==> src/hdl/ubs_pkg.sv <==
// shared types, codes and constants of the uart buffer/shifter peripheral
// no dependencies; used by every other file except the defines header, through scoped names
package ubs_pkg;

   localparam int WAIT_WIDTH_DEF = 20;
   localparam int DIV_WIDTH      = 18;
   localparam int STEP_WIDTH     = 16;

   // request operation codes
   typedef enum logic [2:0] {
      FUNC_READ    = 3'd0,
      FUNC_WRITE   = 3'd1,
      FUNC_TICK    = 3'd2,
      FUNC_RX_BYTE = 3'd3,
      FUNC_TX_POLL = 3'd4
   } func_type;

   // register map
   typedef enum logic [3:0] {
      REG_CTL0   = 4'd0,
      REG_CTL1   = 4'd1,
      REG_BR0    = 4'd2,
      REG_BR1    = 4'd3,
      REG_MCTL   = 4'd4,
      REG_STAT   = 4'd5,
      REG_RXBUF  = 4'd6,
      REG_TXBUF  = 4'd7,
      REG_ABCTL  = 4'd8,
      REG_IRTCTL = 4'd9,
      REG_IRRCTL = 4'd10,
      REG_IEIFG  = 4'd11
   } reg_type;

   // result event codes
   typedef enum logic [1:0] {
      EVT_OK       = 2'd0,
      EVT_BAD_REG  = 2'd1,
      EVT_RX_DROP  = 2'd2,
      EVT_READONLY = 2'd3
   } event_type;

   // clock select codes in ctl1[7:6]
   localparam logic [1:0] CLKSEL_NONE = 2'd0;
   localparam logic [1:0] CLKSEL_ACLK = 2'd1;

   // bit positions
   localparam int CTL0_7BIT  = 4;
   localparam int CTL1_SWRST = 0;
   localparam int STAT_OE    = 5;
   localparam int STAT_FE    = 6;
   localparam int IRQ_RXIE   = 0;
   localparam int IRQ_TXIE   = 1;
   localparam int IRQ_RXIFG  = 2;
   localparam int IRQ_TXIFG  = 3;

   typedef struct packed {
      logic [2:0]            func;
      logic [3:0]            reg_index;
      logic [7:0]            data_in;
      logic [STEP_WIDTH-1:0] aclk_step;
      logic [STEP_WIDTH-1:0] smclk_step;
   } req_type;

   typedef struct packed {
      logic [7:0] read_data;
      logic       tx_valid;
      logic [7:0] tx_byte;
      logic       rx_free;
      logic       rx_irq;
      logic       tx_irq;
      logic       rx_dma_pulse;
      logic       tx_dma_pulse;
      logic [1:0] event_code;
   } rsp_type;

   // bits per character (eight, or seven with the ctl0 7-bit flag) times half the baud divider
   function automatic logic [DIV_WIDTH-1:0] byte_div(input logic [7:0] ctl0,
                                                     input logic [7:0] br_hi,
                                                     input logic [7:0] br_lo);
      logic [DIV_WIDTH-1:0] half;
      logic [DIV_WIDTH-1:0] times8;
      half   = {{(DIV_WIDTH-15){1'b0}}, br_hi, br_lo[7:1]};
      times8 = {half[DIV_WIDTH-4:0], 3'b000};
      byte_div = ctl0[CTL0_7BIT] ? (times8 - half) : times8;
   endfunction

endpackage

==> src/hdl/ubs_if.sv <==
// request and response channel interfaces of the uart buffer/shifter peripheral
// depends on ubs_pkg for field widths
interface ubs_req_if;
   logic                             valid;
   logic                             ready;
   logic [2:0]                       func;
   logic [3:0]                       reg_index;
   logic [7:0]                       data_in;
   logic [ubs_pkg::STEP_WIDTH-1:0]   aclk_step;
   logic [ubs_pkg::STEP_WIDTH-1:0]   smclk_step;

   modport source (output valid, func, reg_index, data_in, aclk_step, smclk_step,
                   input ready);
   modport sink   (input valid, func, reg_index, data_in, aclk_step, smclk_step,
                   output ready);
endinterface

interface ubs_rsp_if;
   logic       valid;
   logic       ready;
   logic [7:0] read_data;
   logic       tx_valid;
   logic [7:0] tx_byte;
   logic       rx_free;
   logic       rx_irq;
   logic       tx_irq;
   logic       rx_dma_pulse;
   logic       tx_dma_pulse;
   logic [1:0] event_code;

   modport source (output valid, read_data, tx_valid, tx_byte, rx_free, rx_irq, tx_irq,
                   rx_dma_pulse, tx_dma_pulse, event_code, input ready);
   modport sink   (input valid, read_data, tx_valid, tx_byte, rx_free, rx_irq, tx_irq,
                   rx_dma_pulse, tx_dma_pulse, event_code, output ready);
endinterface

==> src/hdl/ubs_core.sv <==
// register file, buffers, shifters and wait counters of the uart peripheral
// depends on ubs_pkg; updates state once per fired request, result is combinational
module ubs_core #(
   parameter int WAIT_WIDTH = ubs_pkg::WAIT_WIDTH_DEF
) (
   input  logic             clock,
   input  logic             reset,
   input  logic             fire,
   input  ubs_pkg::req_type req,
   output ubs_pkg::rsp_type rsp
);

   localparam int W  = WAIT_WIDTH;
   localparam int DW = ubs_pkg::DIV_WIDTH;
   localparam int SW = ubs_pkg::STEP_WIDTH;

   // architectural state
   logic [7:0]    ctl0_ff, ctl0_in, ctl1_ff, ctl1_in, br0_ff, br0_in, br1_ff, br1_in;
   logic [7:0]    mctl_ff, mctl_in, stat_ff, stat_in;
   logic [7:0]    abctl_ff, abctl_in, irtctl_ff, irtctl_in, irrctl_ff, irrctl_in;
   logic [DW-1:0] div_ff, div_in;
   logic [7:0]    txbuf_ff, txbuf_in;
   logic          txbuf_full_ff, txbuf_full_in;
   logic [W-1:0]  tx_hold_wait_ff, tx_hold_wait_in;
   logic [7:0]    tx_shift_ff, tx_shift_in;
   logic          tx_empty_ff, tx_empty_in, tx_ready_ff, tx_ready_in;
   logic [W-1:0]  tx_wait_ff, tx_wait_in;
   logic [7:0]    rxbuf_ff, rxbuf_in;
   logic          rxbuf_full_ff, rxbuf_full_in;
   logic [7:0]    rx_shift_ff, rx_shift_in;
   logic          rx_empty_ff, rx_empty_in, rx_ready_ff, rx_ready_in;
   logic [W-1:0]  rx_wait_ff, rx_wait_in;
   logic [3:0]    irq_ff, irq_in;

   logic [SW-1:0] step;
   logic          div_load;
   logic [W-1:0]  div_wide;

   // saturating subtract at the most negative counter value
   function automatic logic [W-1:0] sat_sub(input logic [W-1:0] w, input logic [SW-1:0] s);
      logic [W:0] diff;
      diff = {w[W-1], w} - {{(W+1-SW){1'b0}}, s};
      if (diff[W] != diff[W-1]) begin
         sat_sub = {1'b1, {(W-1){1'b0}}};
      end else begin
         sat_sub = diff[W-1:0];
      end
   endfunction

   function automatic logic le_zero(input logic [W-1:0] w);
      le_zero = w[W-1] || (w == '0);
   endfunction

   assign div_wide = {{(W-DW){1'b0}}, div_ff};

   // clock step from the selected source
   always_comb begin
      unique case (ctl1_ff[7:6])
         ubs_pkg::CLKSEL_NONE: step = '0;
         ubs_pkg::CLKSEL_ACLK: step = req.aclk_step;
         default:              step = req.smclk_step;
      endcase
   end

   // next state and result for the request in the input register
   always_comb begin
      ctl0_in = ctl0_ff;   ctl1_in = ctl1_ff;   br0_in = br0_ff;   br1_in = br1_ff;
      mctl_in = mctl_ff;   stat_in = stat_ff;   abctl_in = abctl_ff;
      irtctl_in = irtctl_ff;   irrctl_in = irrctl_ff;
      txbuf_in = txbuf_ff;   txbuf_full_in = txbuf_full_ff;
      tx_hold_wait_in = tx_hold_wait_ff;
      tx_shift_in = tx_shift_ff;   tx_empty_in = tx_empty_ff;   tx_ready_in = tx_ready_ff;
      tx_wait_in = tx_wait_ff;
      rxbuf_in = rxbuf_ff;   rxbuf_full_in = rxbuf_full_ff;
      rx_shift_in = rx_shift_ff;   rx_empty_in = rx_empty_ff;   rx_ready_in = rx_ready_ff;
      rx_wait_in = rx_wait_ff;
      irq_in = irq_ff;
      div_load = 1'b0;
      rsp = '0;

      unique case (req.func)
         ubs_pkg::FUNC_READ: begin
            unique case (req.reg_index)
               ubs_pkg::REG_CTL0:   rsp.read_data = ctl0_ff;
               ubs_pkg::REG_CTL1:   rsp.read_data = ctl1_ff;
               ubs_pkg::REG_BR0:    rsp.read_data = br0_ff;
               ubs_pkg::REG_BR1:    rsp.read_data = br1_ff;
               ubs_pkg::REG_MCTL:   rsp.read_data = mctl_ff;
               ubs_pkg::REG_STAT:   rsp.read_data = stat_ff;
               ubs_pkg::REG_RXBUF: begin
                  rsp.read_data = rxbuf_ff;
                  irq_in[ubs_pkg::IRQ_RXIFG] = 1'b0;
                  rxbuf_full_in = 1'b0;
                  stat_in[ubs_pkg::STAT_OE] = 1'b0;
               end
               ubs_pkg::REG_TXBUF: begin
                  rsp.read_data = txbuf_ff;
                  irq_in[ubs_pkg::IRQ_TXIFG] = 1'b0;
               end
               ubs_pkg::REG_ABCTL:  rsp.read_data = abctl_ff;
               ubs_pkg::REG_IRTCTL: rsp.read_data = irtctl_ff;
               ubs_pkg::REG_IRRCTL: rsp.read_data = irrctl_ff;
               ubs_pkg::REG_IEIFG:  rsp.read_data = {4'b0000, irq_ff};
               default:             rsp.event_code = ubs_pkg::EVT_BAD_REG;
            endcase
         end
         ubs_pkg::FUNC_WRITE: begin
            unique case (req.reg_index)
               ubs_pkg::REG_CTL0: begin
                  ctl0_in  = req.data_in;
                  div_load = 1'b1;
               end
               ubs_pkg::REG_CTL1: begin
                  // software reset clears the transfer path before the store
                  if (req.data_in[ubs_pkg::CTL1_SWRST]) begin
                     irq_in[ubs_pkg::IRQ_RXIE]  = 1'b0;
                     irq_in[ubs_pkg::IRQ_TXIE]  = 1'b0;
                     irq_in[ubs_pkg::IRQ_RXIFG] = 1'b0;
                     irq_in[ubs_pkg::IRQ_TXIFG] = 1'b1;
                     stat_in[ubs_pkg::STAT_OE]  = 1'b0;
                     stat_in[ubs_pkg::STAT_FE]  = 1'b0;
                     txbuf_full_in   = 1'b0;
                     tx_hold_wait_in = '0;
                     tx_empty_in     = 1'b1;
                     tx_ready_in     = 1'b0;
                     rxbuf_full_in   = 1'b0;
                     rx_empty_in     = 1'b1;
                     rx_ready_in     = 1'b0;
                  end
                  ctl1_in = req.data_in;
               end
               ubs_pkg::REG_BR0: begin
                  br0_in   = req.data_in;
                  div_load = 1'b1;
               end
               ubs_pkg::REG_BR1: begin
                  br1_in   = req.data_in;
                  div_load = 1'b1;
               end
               ubs_pkg::REG_MCTL: begin
                  mctl_in  = req.data_in;
                  div_load = 1'b1;
               end
               ubs_pkg::REG_STAT:   stat_in = req.data_in;
               ubs_pkg::REG_RXBUF:  rsp.event_code = ubs_pkg::EVT_READONLY;
               ubs_pkg::REG_TXBUF: begin
                  txbuf_in        = req.data_in;
                  txbuf_full_in   = 1'b1;
                  tx_hold_wait_in = {{(W-1){1'b0}}, 1'b1};
                  irq_in[ubs_pkg::IRQ_TXIFG] = 1'b0;
               end
               ubs_pkg::REG_ABCTL:  abctl_in = req.data_in;
               ubs_pkg::REG_IRTCTL: irtctl_in = req.data_in;
               ubs_pkg::REG_IRRCTL: irrctl_in = req.data_in;
               ubs_pkg::REG_IEIFG:  irq_in = req.data_in[3:0];
               default:             rsp.event_code = ubs_pkg::EVT_BAD_REG;
            endcase
         end
         ubs_pkg::FUNC_TICK: begin
            // tx buffer to shifter, or count down the hold delay
            if (txbuf_full_ff) begin
               if (le_zero(tx_hold_wait_ff) && tx_empty_ff) begin
                  tx_shift_in     = txbuf_ff;
                  txbuf_full_in   = 1'b0;
                  tx_hold_wait_in = '0;
                  tx_empty_in     = 1'b0;
                  tx_ready_in     = 1'b0;
                  tx_wait_in      = div_wide;
                  irq_in[ubs_pkg::IRQ_TXIFG] = 1'b1;
                  rsp.tx_dma_pulse = ~irq_ff[ubs_pkg::IRQ_TXIE];
               end else begin
                  tx_hold_wait_in = sat_sub(tx_hold_wait_ff, step);
               end
            end
            // tx shifter countdown
            if (!tx_empty_in) begin
               tx_wait_in = sat_sub(tx_wait_in, step);
               if (le_zero(tx_wait_in)) begin
                  tx_ready_in = 1'b1;
               end
            end
            // rx shifter countdown
            if (!rx_empty_ff) begin
               rx_wait_in = sat_sub(rx_wait_ff, step);
               if (le_zero(rx_wait_in)) begin
                  rx_ready_in = 1'b1;
               end
            end
            // rx shifter to buffer, flag overrun when still full
            if (rx_ready_in) begin
               if (rxbuf_full_ff) begin
                  stat_in[ubs_pkg::STAT_OE] = 1'b1;
               end
               rxbuf_in      = rx_shift_ff;
               rxbuf_full_in = 1'b1;
               rx_empty_in   = 1'b1;
               rx_ready_in   = 1'b0;
               irq_in[ubs_pkg::IRQ_RXIFG] = 1'b1;
               rsp.rx_dma_pulse = ~irq_ff[ubs_pkg::IRQ_RXIE];
            end
         end
         ubs_pkg::FUNC_RX_BYTE: begin
            if (rx_empty_ff) begin
               rx_shift_in = req.data_in;
               rx_empty_in = 1'b0;
               rx_ready_in = 1'b0;
               rx_wait_in  = div_wide;
            end else begin
               rsp.event_code = ubs_pkg::EVT_RX_DROP;
            end
         end
         ubs_pkg::FUNC_TX_POLL: begin
            if (tx_ready_ff) begin
               rsp.tx_valid = 1'b1;
               rsp.tx_byte  = tx_shift_ff;
               tx_empty_in  = 1'b1;
               tx_ready_in  = 1'b0;
            end
         end
         default: ;
      endcase

      div_in = div_load ? ubs_pkg::byte_div(ctl0_in, br1_in, br0_in) : div_ff;

      rsp.rx_free = rx_empty_in;
      rsp.rx_irq  = irq_in[ubs_pkg::IRQ_RXIFG] & irq_in[ubs_pkg::IRQ_RXIE];
      rsp.tx_irq  = irq_in[ubs_pkg::IRQ_TXIFG] & irq_in[ubs_pkg::IRQ_TXIE];
   end

   // state registers, updated once per fired request
   always_ff @(posedge clock) begin
      if (reset) begin
         ctl0_ff <= '0;   ctl1_ff <= '0;   br0_ff <= '0;   br1_ff <= '0;
         mctl_ff <= '0;   stat_ff <= '0;   abctl_ff <= '0;
         irtctl_ff <= '0;   irrctl_ff <= '0;
         div_ff <= '0;
         txbuf_ff <= '0;   txbuf_full_ff <= 1'b0;   tx_hold_wait_ff <= '0;
         tx_shift_ff <= '0;   tx_empty_ff <= 1'b1;   tx_ready_ff <= 1'b0;
         tx_wait_ff <= '0;
         rxbuf_ff <= '0;   rxbuf_full_ff <= 1'b0;
         rx_shift_ff <= '0;   rx_empty_ff <= 1'b1;   rx_ready_ff <= 1'b0;
         rx_wait_ff <= '0;
         irq_ff <= '0;
      end else if (fire) begin
         ctl0_ff <= ctl0_in;   ctl1_ff <= ctl1_in;   br0_ff <= br0_in;   br1_ff <= br1_in;
         mctl_ff <= mctl_in;   stat_ff <= stat_in;   abctl_ff <= abctl_in;
         irtctl_ff <= irtctl_in;   irrctl_ff <= irrctl_in;
         div_ff <= div_in;
         txbuf_ff <= txbuf_in;   txbuf_full_ff <= txbuf_full_in;
         tx_hold_wait_ff <= tx_hold_wait_in;
         tx_shift_ff <= tx_shift_in;   tx_empty_ff <= tx_empty_in;
         tx_ready_ff <= tx_ready_in;   tx_wait_ff <= tx_wait_in;
         rxbuf_ff <= rxbuf_in;   rxbuf_full_ff <= rxbuf_full_in;
         rx_shift_ff <= rx_shift_in;   rx_empty_ff <= rx_empty_in;
         rx_ready_ff <= rx_ready_in;   rx_wait_ff <= rx_wait_in;
         irq_ff <= irq_in;
      end
   end

endmodule

==> src/hdl/uart_buffer_shifter_peripheral.sv <==
// channel   | dir | payload
// req_chan  | in  | func, reg_index, data_in, aclk_step, smclk_step
// rsp_chan  | out | read_data, tx_valid, tx_byte, rx_free, irqs, dma pulses, event_code
//
// one request per cycle sustained while rsp_chan.ready stays high; a response is offered
// once its request has passed the input register and reached the response register,
// where it waits; the once-per-fire state update in ubs_core sets the rate
// synchronous active-high reset clears both registers' valid bits and all ubs_core state
// a stalled response holds the response register; the input register fills behind it
// and req_chan.ready drops only when both are occupied
//
// top level of the uart buffer/shifter peripheral; depends on ubs_pkg, ubs_if, ubs_core
module uart_buffer_shifter_peripheral #(
   parameter int WAIT_WIDTH = ubs_pkg::WAIT_WIDTH_DEF
) (
   input  logic       clock,
   input  logic       reset,
   ubs_req_if.sink    req_chan,
   ubs_rsp_if.source  rsp_chan
);

   logic             in_valid_ff;
   ubs_pkg::req_type in_req_ff;
   logic             rsp_valid_ff;
   ubs_pkg::rsp_type rsp_ff;
   ubs_pkg::rsp_type core_rsp;
   logic             fire;
   logic             req_take;

   // handshake: execute when the response register can take a result
   assign fire     = in_valid_ff && (!rsp_valid_ff || rsp_chan.ready);
   assign req_take = req_chan.valid && req_chan.ready;
   assign req_chan.ready = !in_valid_ff || fire;

   // input register
   always_ff @(posedge clock) begin
      if (reset) begin
         in_valid_ff <= 1'b0;
      end else if (req_chan.ready) begin
         in_valid_ff <= req_chan.valid;
      end
   end

   always_ff @(posedge clock) begin
      if (req_take) begin
         in_req_ff <= '{func:       req_chan.func,
                        reg_index:  req_chan.reg_index,
                        data_in:    req_chan.data_in,
                        aclk_step:  req_chan.aclk_step,
                        smclk_step: req_chan.smclk_step};
      end
   end

   ubs_core #(
      .WAIT_WIDTH (WAIT_WIDTH)
   ) u_core (
      .clock (clock),
      .reset (reset),
      .fire  (fire),
      .req   (in_req_ff),
      .rsp   (core_rsp)
   );

   // response register
   always_ff @(posedge clock) begin
      if (reset) begin
         rsp_valid_ff <= 1'b0;
      end else if (fire) begin
         rsp_valid_ff <= 1'b1;
      end else if (rsp_chan.ready) begin
         rsp_valid_ff <= 1'b0;
      end
   end

   always_ff @(posedge clock) begin
      if (fire) begin
         rsp_ff <= core_rsp;
      end
   end

   assign rsp_chan.valid        = rsp_valid_ff;
   assign rsp_chan.read_data    = rsp_ff.read_data;
   assign rsp_chan.tx_valid     = rsp_ff.tx_valid;
   assign rsp_chan.tx_byte      = rsp_ff.tx_byte;
   assign rsp_chan.rx_free      = rsp_ff.rx_free;
   assign rsp_chan.rx_irq       = rsp_ff.rx_irq;
   assign rsp_chan.tx_irq       = rsp_ff.tx_irq;
   assign rsp_chan.rx_dma_pulse = rsp_ff.rx_dma_pulse;
   assign rsp_chan.tx_dma_pulse = rsp_ff.tx_dma_pulse;
   assign rsp_chan.event_code   = rsp_ff.event_code;

endmodule

==> src/flat_wrapper.sv <==
// flat-port wrapper written by rule: the top's interface ports become plain ports
module uart_buffer_shifter_peripheral_flat 
#(
   parameter int WAIT_WIDTH = ubs_pkg::WAIT_WIDTH_DEF
)
  (clock, reset, req_chan_valid, req_chan_func, req_chan_reg_index, req_chan_data_in, req_chan_aclk_step, req_chan_smclk_step, req_chan_ready, rsp_chan_valid, rsp_chan_read_data, rsp_chan_tx_valid, rsp_chan_tx_byte, rsp_chan_rx_free, rsp_chan_rx_irq, rsp_chan_tx_irq, rsp_chan_rx_dma_pulse, rsp_chan_tx_dma_pulse, rsp_chan_event_code, rsp_chan_ready);
  ubs_req_if req_chan_i ();
  ubs_rsp_if rsp_chan_i ();
  input  logic clock;
  input  logic reset;
  input wire logic [$bits(req_chan_i.valid)-1:0] req_chan_valid;
  input wire logic [$bits(req_chan_i.func)-1:0] req_chan_func;
  input wire logic [$bits(req_chan_i.reg_index)-1:0] req_chan_reg_index;
  input wire logic [$bits(req_chan_i.data_in)-1:0] req_chan_data_in;
  input wire logic [$bits(req_chan_i.aclk_step)-1:0] req_chan_aclk_step;
  input wire logic [$bits(req_chan_i.smclk_step)-1:0] req_chan_smclk_step;
  output wire logic [$bits(req_chan_i.ready)-1:0] req_chan_ready;
  output wire logic [$bits(rsp_chan_i.valid)-1:0] rsp_chan_valid;
  output wire logic [$bits(rsp_chan_i.read_data)-1:0] rsp_chan_read_data;
  output wire logic [$bits(rsp_chan_i.tx_valid)-1:0] rsp_chan_tx_valid;
  output wire logic [$bits(rsp_chan_i.tx_byte)-1:0] rsp_chan_tx_byte;
  output wire logic [$bits(rsp_chan_i.rx_free)-1:0] rsp_chan_rx_free;
  output wire logic [$bits(rsp_chan_i.rx_irq)-1:0] rsp_chan_rx_irq;
  output wire logic [$bits(rsp_chan_i.tx_irq)-1:0] rsp_chan_tx_irq;
  output wire logic [$bits(rsp_chan_i.rx_dma_pulse)-1:0] rsp_chan_rx_dma_pulse;
  output wire logic [$bits(rsp_chan_i.tx_dma_pulse)-1:0] rsp_chan_tx_dma_pulse;
  output wire logic [$bits(rsp_chan_i.event_code)-1:0] rsp_chan_event_code;
  input wire logic [$bits(rsp_chan_i.ready)-1:0] rsp_chan_ready;
  assign req_chan_i.valid = req_chan_valid;
  assign req_chan_i.func = req_chan_func;
  assign req_chan_i.reg_index = req_chan_reg_index;
  assign req_chan_i.data_in = req_chan_data_in;
  assign req_chan_i.aclk_step = req_chan_aclk_step;
  assign req_chan_i.smclk_step = req_chan_smclk_step;
  assign req_chan_ready = req_chan_i.ready;
  assign rsp_chan_valid = rsp_chan_i.valid;
  assign rsp_chan_read_data = rsp_chan_i.read_data;
  assign rsp_chan_tx_valid = rsp_chan_i.tx_valid;
  assign rsp_chan_tx_byte = rsp_chan_i.tx_byte;
  assign rsp_chan_rx_free = rsp_chan_i.rx_free;
  assign rsp_chan_rx_irq = rsp_chan_i.rx_irq;
  assign rsp_chan_tx_irq = rsp_chan_i.tx_irq;
  assign rsp_chan_rx_dma_pulse = rsp_chan_i.rx_dma_pulse;
  assign rsp_chan_tx_dma_pulse = rsp_chan_i.tx_dma_pulse;
  assign rsp_chan_event_code = rsp_chan_i.event_code;
  assign rsp_chan_i.ready = rsp_chan_ready;
  uart_buffer_shifter_peripheral #(.WAIT_WIDTH(WAIT_WIDTH)) u_core (.clock(clock), .reset(reset), .req_chan(req_chan_i), .rsp_chan(rsp_chan_i));
endmodule
==> config.mk <==
export PLATFORM = sky130hd
export DESIGN_NAME = uart_buffer_shifter_peripheral_flat
export DESIGN_NICKNAME = d
export VERILOG_FILES = /design/src/hdl/ubs_pkg.sv /design/src/hdl/ubs_if.sv /design/src/hdl/ubs_core.sv /design/src/hdl/uart_buffer_shifter_peripheral.sv /design/src/flat_wrapper.sv
export SDC_FILE = /design/constraint.sdc
export NUM_CORES = 1
export LEC_CHECK = 0
export ABC_AREA = 1
export BUFFER_PORTS_ARGS = -buffer_cell sky130_fd_sc_hd__buf_2
export CAP_MARGIN = 20
export CORE_MARGIN = 1.5
export CORE_UTILIZATION = 62
export DETAILED_ROUTE_END_ITERATION = 8
export GPL_TIMING_DRIVEN = 0
export PLACE_DENSITY = 0.81
export SETUP_SLACK_MARGIN = 0.15
export SLEW_MARGIN = 20
export SYNTH_ARGS = -nofsm -noshare
export SYNTH_HDL_FRONTEND = slang
export SYNTH_HIERARCHICAL = 1
export SYNTH_SLANG_ARGS = --single-unit
==> constraint.sdc <==
create_clock -name clock -period 6.1 [get_ports clock]
set_input_delay 1.22 -clock clock [delete_from_list [all_inputs] [get_ports clock]]
set_output_delay 1.22 -clock clock [all_outputs]
set_load 0.1 [all_outputs]
==> results.toml <==
[timing]
skew_ps = 20.2
slew_viol_final = 0
fin_crit_sh = 0.925
hold_viol = 0
setup_viol = 0
rsz0062_at_grt = "true"
slew_headroom = 0.385
post-route-min-period_ps = 5640
timing.fmax_mhz = 177
layout_setup_ws_ps = 456
tightest_slew_ps = 922

[final_layout]
drive_gt1_frac = 0.0919
postLayoutCellArea_um2 = 16800
area_growth_pct = 12.5
fillers = 1992
nNetsFinal = 2314
num_antenna_cells = 0
finish.utilization = 0.715
stdcell_count = 2538

[pwr]
ir_drop_mv = 0.252
power_density_nw_per_um2 = 263
total_power_mw = 4.43
p_leak_nw = 7.81

[synth]
yosysWarnings = 6
synth_most_common_cell = "nand2_1"
synthDistinctLibCells = 59
ys_seq_area_frac = 0.401
yosysTopAreaCellShare = 0.258
async_reset_ff_frac = 0
avgSynthCellArea_um2 = 7.17
ys.flop_type = "dfxtp_1"
synth-edff-count = 71
syn-num-nets = 2205
synth_area_um2 = 15000
synth_largest_area_cell = "dfxtp_1"
postSynthCellCount = 2087
synth_area_leaders = "dfxtp_1 26%, edfxtp_1 14%, nand2_1 10%"
synth_common_cells = "417 x nand2_1, 270 x inv_1, 242 x nor2_1"
synth-seq-cells = 264

[routing]
postRouteAntennaNets = 0
routed_wl_um = 47600
wl_per_cell_um = 18.8
via_per_inst = 5.98
drc_errors = 0
first_pass_iters = 6
via_count = 15200
drtIter0Drc = 2037

[worst_setup_path]
worst_ep_arrival_time_ps = 6130
critPathSlowestCell = "ha_1"
slowest_delay_ps = 430
worstSetupStartpointType = "register"
worstSetupEndpointType = "register"
crit_type = "reg2reg"
critPathRequiredTime_ps = 6590
cpMostUsedCell = "nand2_1"
crit_fanout = 10

[cts]
cts_tree = "yes"
clock_sinks = 264
clock_latency_ps = 570
path_clk_slew_ps = 60
root_buffer = "clkbuf_16"
cts_made_buffers = 29
clockBufferDepth = 3
post-cts-setup-buffers = 0
htreeDepth = 1

[global_route]
overflow = 0
grt_usage = 0.379
first_global_vias = 13700
antenna_found_initial = 1
grt_max_degree = 33
grt_pass1_wl_um = 73000

[floorplan]
io_pins = 77
start_util = 0.636
dieWidth_um = 158
die_area_um2 = 25100
floorplan.die.height_um = 158
fp-row-count = 56
fp.coreArea_um2 = 23500

[worst_hold_path]
hold_path_class = "reg2reg"

[place]
place.gp.congestion = 0.969
io_buffers = 76
post_dp_cell_area_um2 = 15800
place_ws_ps = 212
dpl.hpwl_um = 35700
placedCellCount = 2484

[status]
status = "finished, final reports clean"

[flow_run]
drv_cap = 0
[power by group]
group          total [mW]  internal, mW  switching [mW]
Combinational       0.695         0.197           0.498
Clock                1.87          1.10           0.769
Sequential           1.86          1.84          0.0214
[metrics by stage]
step / hold slack, ps / setup TNS [ps]
6_report: 453 / 0
3_5_place_dp: 448 / 0
5_1_grt: 473 / 0
3_3_place_gp: 440 / -7800
4_1_cts: 457 / 0
2_1_floorplan: 430 / 0
[worst paths after layout]
check | startpoint | endpoint | slack [ps] | cells after the start
setup / recovery | u_core/u_core/tx_hold_wait_ff[10] | u_core/u_core/tx_ready_ff | 460 | 32
setup reg to reg | u_core/u_core/tx_hold_wait_ff[10] | u_core/u_core/tx_ready_ff | 460 | 32
hold reg to reg | u_core/u_core/stat_ff[2] | u_core/u_core/stat_ff[2] | 450 | 2
hold / removal | u_core/u_core/stat_ff[2] | u_core/u_core/stat_ff[2] | 450 | 2
[critical path: cells and delay by family (launching register included)]
kind	cells	cell delay [ps]
flip-flops	1	330
AO/OA/AOI/OAI	2	340
AND/OR/NAND/NOR	23	2820
buffers and inverters	4	1130
adder cells (fa/ha/maj)	2	780
XOR/XNOR	1	170
[registers in the layout, indices dropped and copies added, names as in the netlist, 2 cells and up]
| register | count |
|---|---|
| u_core/u_core/br1_ff | 8 |
| u_core/u_core/rxbuf_ff | 8 |
| u_core/u_core/rx_shift_ff | 8 |
| u_core/u_core/br0_ff | 8 |
| u_core/rsp_chan.read_data | 8 |
| u_core/u_core/irtctl_ff | 8 |
| u_core/rsp_chan.tx_byte | 8 |
| u_core/u_core/abctl_ff | 8 |
| u_core/u_core/irq_ff | 4 |
| u_core/in_req_ff | 47 |
| u_core/u_core/stat_ff | 8 |
| u_core/u_core/txbuf_ff | 8 |
| u_core/u_core/ctl1_ff | 8 |
| u_core/u_core/ctl0_ff | 8 |
| u_core/u_core/tx_shift_ff | 8 |
| u_core/u_core/tx_wait_ff | 20 |
| u_core/rsp_chan.event_code | 2 |
| u_core/u_core/mctl_ff | 8 |
| u_core/u_core/tx_hold_wait_ff | 20 |
| u_core/u_core/irrctl_ff | 8 |
| u_core/u_core/rx_wait_ff | 20 |
| u_core/u_core/div_ff | 18 |
[what timing repair did]
action                     4_1_cts  5_1_grt
resized for setup                1       17
pin swaps                        0        0
hold endpoints to repair         0        0
setup endpoints to repair        1       28
hold buffers                     0        0
[cell type report]
class,instances,area (um2),share of cell area
sequential,264,6000,0.356
timing repair buffer,78,415,0.0247
buffer,70,310,0.0184
clock inverter,20,241,0.0143
tap,319,399,0.0237
inverter,284,1080,0.0641
clock buffer,34,785,0.0466
multi-input combinational,1469,7610,0.452
[layer usage]
metal,share of wire,track usage
met4,0.033,0.128
met3,0.13,0.0653
met5,0.00027,0
met2,0.43,0.590
met1,0.40,0.532
[placed cells by master (no fill, tap or decap), drive strengths merged, types with 2 or more instances in the layout]
cell type and instances:
bufinv 4, nand2 424, or2 9, a211oi 6, clkinvlp 6, buf 93
a21oi 222, nor2 246, edfxtp 71, clkbuf 89, a221oi 26, xnor2 4
o21ai 219, nor3 16, dfxtp 193, o221a 2, fa 3, a22o 5
clkinv 11, o22ai 13, a21o 2, a21boi 4, o211ai 9, xor2 15
nand4 26, inv 283, nand3 123, ha 64, a31oi 10, nand3b 10
[logic make-up (layout without fill, tap and decap cells)]
group | count (synthesis) | after routing | synth area share
flops | 264 | 264 | 0.401
xor+xnor | 19 | 19 | 0.0111
compound gates | 526 | 526 | 0.198
buf+inv | 354 | 486 | 0.0917
fa+ha+maj | 67 | 67 | 0.0575
mux | 1 | 1 | 0.000669
simple gates | 856 | 856 | 0.241
No activity file was read; power rests on OpenSTA's default activity.
